$ cat src/hw/rtl/assert_macros.svh
// ----------------------------------------------------------------------------
// Assertion macros
// Concurrent assertion wrappers used by the pacer top-level RTL; empty under SYNTH.
// ----------------------------------------------------------------------------
`ifndef ASSERT_MACROS_SVH
`define ASSERT_MACROS_SVH

`ifndef SYNTH
`define ASSERT_ALWAYS(lbl, clk, rstn, prop) \
    lbl: assert property (@(posedge clk) disable iff (!(rstn)) (prop)) \
        else $error("assertion failed");
`define ASSERT_IMPL(lbl, clk, rstn, ante, cons) \
    lbl: assert property (@(posedge clk) disable iff (!(rstn)) (ante) |-> (cons)) \
        else $error("assertion failed");
`define ASSERT_NEXT(lbl, clk, rstn, ante, cons) \
    lbl: assert property (@(posedge clk) disable iff (!(rstn)) (ante) |=> (cons)) \
        else $error("assertion failed");
`else
`define ASSERT_ALWAYS(lbl, clk, rstn, prop)
`define ASSERT_IMPL(lbl, clk, rstn, ante, cons)
`define ASSERT_NEXT(lbl, clk, rstn, ante, cons)
`endif

`endif

$ cat src/hw/rtl/prrq_pkg.sv
// ----------------------------------------------------------------------------
// Pacer package
// Types, codes and fixed widths shared by the paced release queue.
// ----------------------------------------------------------------------------
package prrq_pkg;

    localparam int TIME_W = 64;
    localparam int ID_W   = 32;
    localparam int CFG_W  = 31;
    localparam int KIND_W = 2;

    localparam logic [KIND_W-1:0] KIND_QUEUED   = 2'd0;
    localparam logic [KIND_W-1:0] KIND_REJECTED = 2'd1;
    localparam logic [KIND_W-1:0] KIND_RELEASED = 2'd2;

    localparam logic OP_ARRIVAL = 1'b0;
    localparam logic OP_TICK    = 1'b1;

    localparam logic CFG_DELAY = 1'b0;
    localparam logic CFG_PROC  = 1'b1;

    typedef enum logic [3:0] {
        S_IDLE,
        S_ARR_CMP,
        S_ARR_ADD1,
        S_ARR_ADD2,
        S_ARR_EMIT,
        S_REJ,
        S_T_READ,
        S_T_CMP,
        S_T_FLUSH
    } state_t;

    typedef enum logic {
        ALU_ADD,
        ALU_SUB
    } alu_op_t;

    typedef struct packed {
        alu_op_t           op;
        logic [TIME_W-1:0] a;
        logic [TIME_W-1:0] b;
    } alu_req_t;

    typedef struct packed {
        logic [TIME_W-1:0] sum;
        logic              carry;
    } alu_rsp_t;

endpackage

$ cat src/hw/rtl/prrq_alu.sv
// ----------------------------------------------------------------------------
// Shared adder
// One 64-bit add/subtract with carry out, used for saturating sums and
// for deadline comparisons.
// ----------------------------------------------------------------------------
module prrq_alu (
    input  prrq_pkg::alu_req_t req,
    output prrq_pkg::alu_rsp_t rsp
);
    import prrq_pkg::*;

    logic [TIME_W-1:0] b_x;
    logic              cin;
    logic [TIME_W:0]   total;

    always_comb begin
        b_x = (req.op == ALU_SUB) ? ~req.b : req.b;
        cin = (req.op == ALU_SUB);
    end

    assign total     = {1'b0, req.a} + {1'b0, b_x} + {{TIME_W{1'b0}}, cin};
    assign rsp.sum   = total[TIME_W-1:0];
    assign rsp.carry = total[TIME_W];

endmodule

$ cat config.mk
export PLATFORM = sky130hd
export DESIGN_NAME = prrq_alu
export DESIGN_NICKNAME = d
export VERILOG_FILES = /design/src/hw/rtl/assert_macros.svh /design/src/hw/rtl/prrq_pkg.sv /design/src/hw/rtl/prrq_alu.sv
export SDC_FILE = /design/constraint.sdc
export NUM_CORES = 1
export LEC_CHECK = 0
export ABC_AREA = 1
export BUFFER_PORTS_ARGS = -buffer_cell sky130_fd_sc_hd__buf_2
export CAP_MARGIN = 20
export CORE_ASPECT_RATIO = 2
export CORE_MARGIN = 1
export CORE_UTILIZATION = 50
export DETAILED_ROUTE_END_ITERATION = 7
export PLACE_DENSITY_LB_ADDON = 0.25
export REMOVE_ABC_BUFFERS = 1
export SLEW_MARGIN = 20
export SYNTH_ARGS = -nofsm -noshare
export SYNTH_HDL_FRONTEND = slang
export SYNTH_SLANG_ARGS = --single-unit
export TNS_END_PERCENT = 100
$ cat constraint.sdc
create_clock -name vclk -period 3.8
set_clock_uncertainty 0.2 [all_clocks]
set_input_delay 0.76 -clock vclk [all_inputs]
set_output_delay 0.76 -clock vclk [all_outputs]
set_load 0.01 [all_outputs]
==> qor.csv, run 1 <==
metric,value,unit
layout_common_cells,"nand2_1 (352), inv_1 (207), buf_2 (193)",
wl,33500,um
yosysSeqAreaShare,0,%
endpoint_kind,primary output,
outcome,"finished, violations left",
coreArea,11800,um^2
finalCritPeriodShare,106,%
hp-start,req[0],
final.setup.worst_slack,-0.219,ns
violations,"design-rule violations, negative setup slack",
dieArea,12600,um^2
worstPathMaxFanout,6,
nFillCells,804,
max_freq,249,MHz
final_common_cell,nand2_1,
max_slew.worst_pin.slew,0.474,ns
dr.pass1.iters,8,
die_y,157,um
drtIter0Drc,805,
avgSynthCellArea,5.09,um^2
viasPerCell,5.70,
cts.hold.buffers_added,0,
grt_pass1_vias,8176,
initial_utilization,51.3,%
seq_cell_count,0,
place_area,8100,um^2
grt_max_degree,15,
post_drt_wl_per_cell,20.0,um
ys_warn_count,0,
startpoint_type,primary input,
synth_fa_ha_area_share,14.6,%
area_delta_synth_final,64.5,%
crit_start,req[128],
synth-compound-area-share,12.5,%
synth_top_family_by_area,simple AND/OR/NAND/NOR gates,
whs,1.62,ns
post-route-util,84.4,%
whs_path_depth,3,
critPathKind,in2out,
rsz0062_at_grt,yes,
setup_viol,48,
synth_cells,1188,
gr-total-overflow,0,
ant_nets,0,
num-nets-final,1730,
finalHoldViolCount,0,
clock_buffers,0,
stdcell_area,9940,um^2
synth.mux.area_fraction,0,%
synthDistinctLibCells,31,
power,2.69,mW
power_density,270,nW/um^2
drc,1,
io_buffers,194,
grt_usage,39.6,%
io_pins,194,
crit_chain,buf_16 -> buf_16 -> xor2_2 -> ha_4 -> nand2_2 -> inv_1 -> nand2_1 -> nand3_1 -> a21oi_1 -> nand2_1 -> buf_4 -> xor2_1 -> buf_2,
crit_arrival,3.06,ns
vias,9540,
slowest_delay,0.26,ns
synth-xor-area-share,13.8,%
hpwl,22500,um
drv_cap,0,
min_period,4.02,ns
netlist_area,6040,um^2
rows,56,
cellLeakagePower,5.47,nW
pre_cts_ws,-0.167,ns
cp_slowest_cell,ha_4,
die_w,79.7,um
worstPathRequired,2.84,ns
gp_congestion,1.00,
maxSlewViolCount,0,
ir_drop,0.000176,V
slew_headroom,68.3,%
antenna_found_initial,2,
hp-class,in2out,
seq_area,0,um^2
grt_pass1_wl,37500,um
yosys.area_share.simple,44.5,%
drive_gt1_share,44.7,%
-- logic make-up (layout without fill, tap and decap cells) --
| logic type | count (synthesis) | in the layout |
|---|---|---|
| other | 0 | 1 |
| adder cells (fa/ha/maj) | 70 | 70 |
| AND/OR/NAND/NOR | 652 | 652 |
| AO/OA/AOI/OAI | 140 | 140 |
| XOR/XNOR | 95 | 95 |
| buffers and inverters | 231 | 572 |
-- path summary, 6_finish.rpt --
path,endpoint,slack (ns)
setup / recovery,rsp[17],-0.22
hold / removal,rsp[1],1.62
-- critical path, delay by kind of cell --
kind | cells | cell delay [ns]
AO/OA/AOI/OAI | 1 | 0.20
XOR/XNOR | 2 | 0.43
adder cells (fa/ha/maj) | 1 | 0.26
buffers and inverters | 5 | 0.76
AND/OR/NAND/NOR | 4 | 0.61
-- what timing repair did --
| item | CTS | global route |
|---|---|---|
| gates resized for setup | 72 | 321 |
| endpoints found under the hold margin | 0 | 0 |
| buffers inserted | 3 | 25 |
| endpoints found under the setup margin | 46 | 51 |
| pin swaps | 11 | 118 |
| cloned | 1 | 4 |
-- power breakdown --
group / switching, mW / total (mW) / internal, mW
clock: 0 / 0.0000000354 / 0.0000000354
sequential: 0 / 0 / 0
combinational: 1.60 / 2.69 / 1.08
-- synthesized netlist by cell type --
cell | n | area [um^2]
nor2_2 | 14 | 87.6
o21ai_0 | 33 | 165
a211oi_1 | 1 | 7.51
o21ai_1 | 3 | 15.0
nor4_2 | 1 | 12.5
buf_6 | 1 | 11.3
nand4_1 | 3 | 18.8
o211a_1 | 1 | 10.0
ha_1 | 69 | 863
inv_1 | 221 | 830
a21oi_1 | 83 | 415
xor2_1 | 93 | 815
inv_2 | 3 | 11.3
nand2_1 | 446 | 1670
o21a_1 | 4 | 30.0
nor2_4 | 2 | 22.5
nor4_1 | 1 | 6.26
xnor2_1 | 2 | 17.5
nor3_2 | 5 | 50.1
fa_1 | 1 | 20.0
nor3_1 | 9 | 45.0
o21bai_1 | 13 | 97.6
nand2_2 | 16 | 100
nor2_1 | 101 | 379
nand3_2 | 2 | 20.0
buf_2 | 6 | 30.0
a21o_1 | 1 | 7.51
nand3_1 | 46 | 230
nand3b_1 | 3 | 22.5
and2_1 | 3 | 18.8
o21ai_2 | 1 | 8.76
-- area by class of cell --
cell class         instances  area [um^2]  area share [%]
diodes                     1         2.50          0.0252
repair buffers           348         2310            23.3
inverters                224          841            8.46
well taps                145          181            1.83
multi-input cells        957         6600            66.4
-- routing by layer --
layer	global-route usage [%]	share of wire, %	wire length (um)
met4	38.6	14	4750
met3	5.68	10	3500
met1	32.0	29	9630
met2	76.6	47	15600
met5	0	0.11	37
-- through the flow --
stage | TNS, ns | instances
floorplan | 0 | 1181
global placement | -2.93 | 1641
detailed placement | -3.84 | 1641
CTS | -0.0143 | 1645
global route | -14.62 | 1675
finish | -4.59 | 1675
(Power assumes the default switching activity.)
==> inputs of run 2 (changes only) <==
--- a/config.mk
+++ b/config.mk
@@ -10,7 +10,7 @@
 export CAP_MARGIN = 20
 export CORE_ASPECT_RATIO = 2
 export CORE_MARGIN = 1
-export CORE_UTILIZATION = 50
+export CORE_UTILIZATION = 55
 export DETAILED_ROUTE_END_ITERATION = 7
 export PLACE_DENSITY_LB_ADDON = 0.25
 export REMOVE_ABC_BUFFERS = 1
==> run 2 against run 1 <==
  * The flow now stops in global routing
  * Synthesized cell count unchanged
  * Synthesized area unchanged
==> qor.csv, run 2 <==
metric,value,unit,change
synthDistinctLibCells,31,,unchanged
io_pins,194,,unchanged
die_w,76.1,um,-4.5%
worstEndpointType,top-level output,,
yosysSeqAreaShare,0,%,unchanged
hpwl,22100,um,-1.5%
synthTopCellsByCount,"nand2_1 (446), inv_1 (221), nor2_1 (101), xor2_1 (93), a21oi_1 (83)",,
yosys-top-cells-area,"nand2_1 (28%), ha_1 (14%), inv_1 (14%)",,
yosys.cell_count.top_type,nand2_1,,
ys_warn_count,0,,unchanged
gp_congestion,1.16,,+15%
rows,53,,-5.4%
firstError,[ERROR GRT-0232] Routing congestion too high. Check the congestion heatmap in the GUI.,,
avgSynthCellArea,5.09,um^2,unchanged
cts.hold.buffers_added,0,,unchanged
place_inst,1626,,-0.91%
yosysTopAreaCell,nand2_1,,
netlist_area,6040,um^2,unchanged
grt-worst-endpoint,rsp[31],,
synth_top_area_share,27.7,%,unchanged
initial_utilization,56.9,%,+5.6 points
gr-total-overflow,88,,
io_buffers,194,,unchanged
grt_usage,73.3,%,
synth_cells,1188,,unchanged
die_y,150,um,-4.6%
grt_max_degree,17,,
outcome,stopped before the end,,
lastStage,global routing,,
==> run 2: cell counts after synthesis <==
Identical to the previous run, type by type.
==> run 2: per-layer routing <==
layer / overflow / GRT usage, %
met5: 0 / 5.00
met1: 1 / 66.1
met4: 42 / 91.3
met2: 45 / 98.4
met3: 0 / 49.8
==> run 2: cell families after synthesis <==
kind of cell / share of synthesized area, %
buf+inv: 14.6
compound gates: 12.5
simple gates: 44.5
fa+ha+maj: 14.6
xor+xnor: 13.8
==> run 2: what timing repair did <==
action,4_1_cts
pin swaps,9
cloned,1
gates resized for setup,45
buffers inserted,4
endpoints found under the setup margin,41
endpoints found under the hold margin,0
==> run 2: metrics by stage <==
| stage | util [%] | worst slack, ns | hold WS [ns] | instance area [um^2] |
|---|---|---|---|---|
| detailed placement | 75.6 | -0.179 | 1.60 | 8030 |
| CTS | 77.5 | 0.000358 | 1.60 | 8220 |
| floorplan | - | 0.515 | 1.40 | 6000 |
| global placement | 75.6 | -0.160 | 1.60 | 8030 |
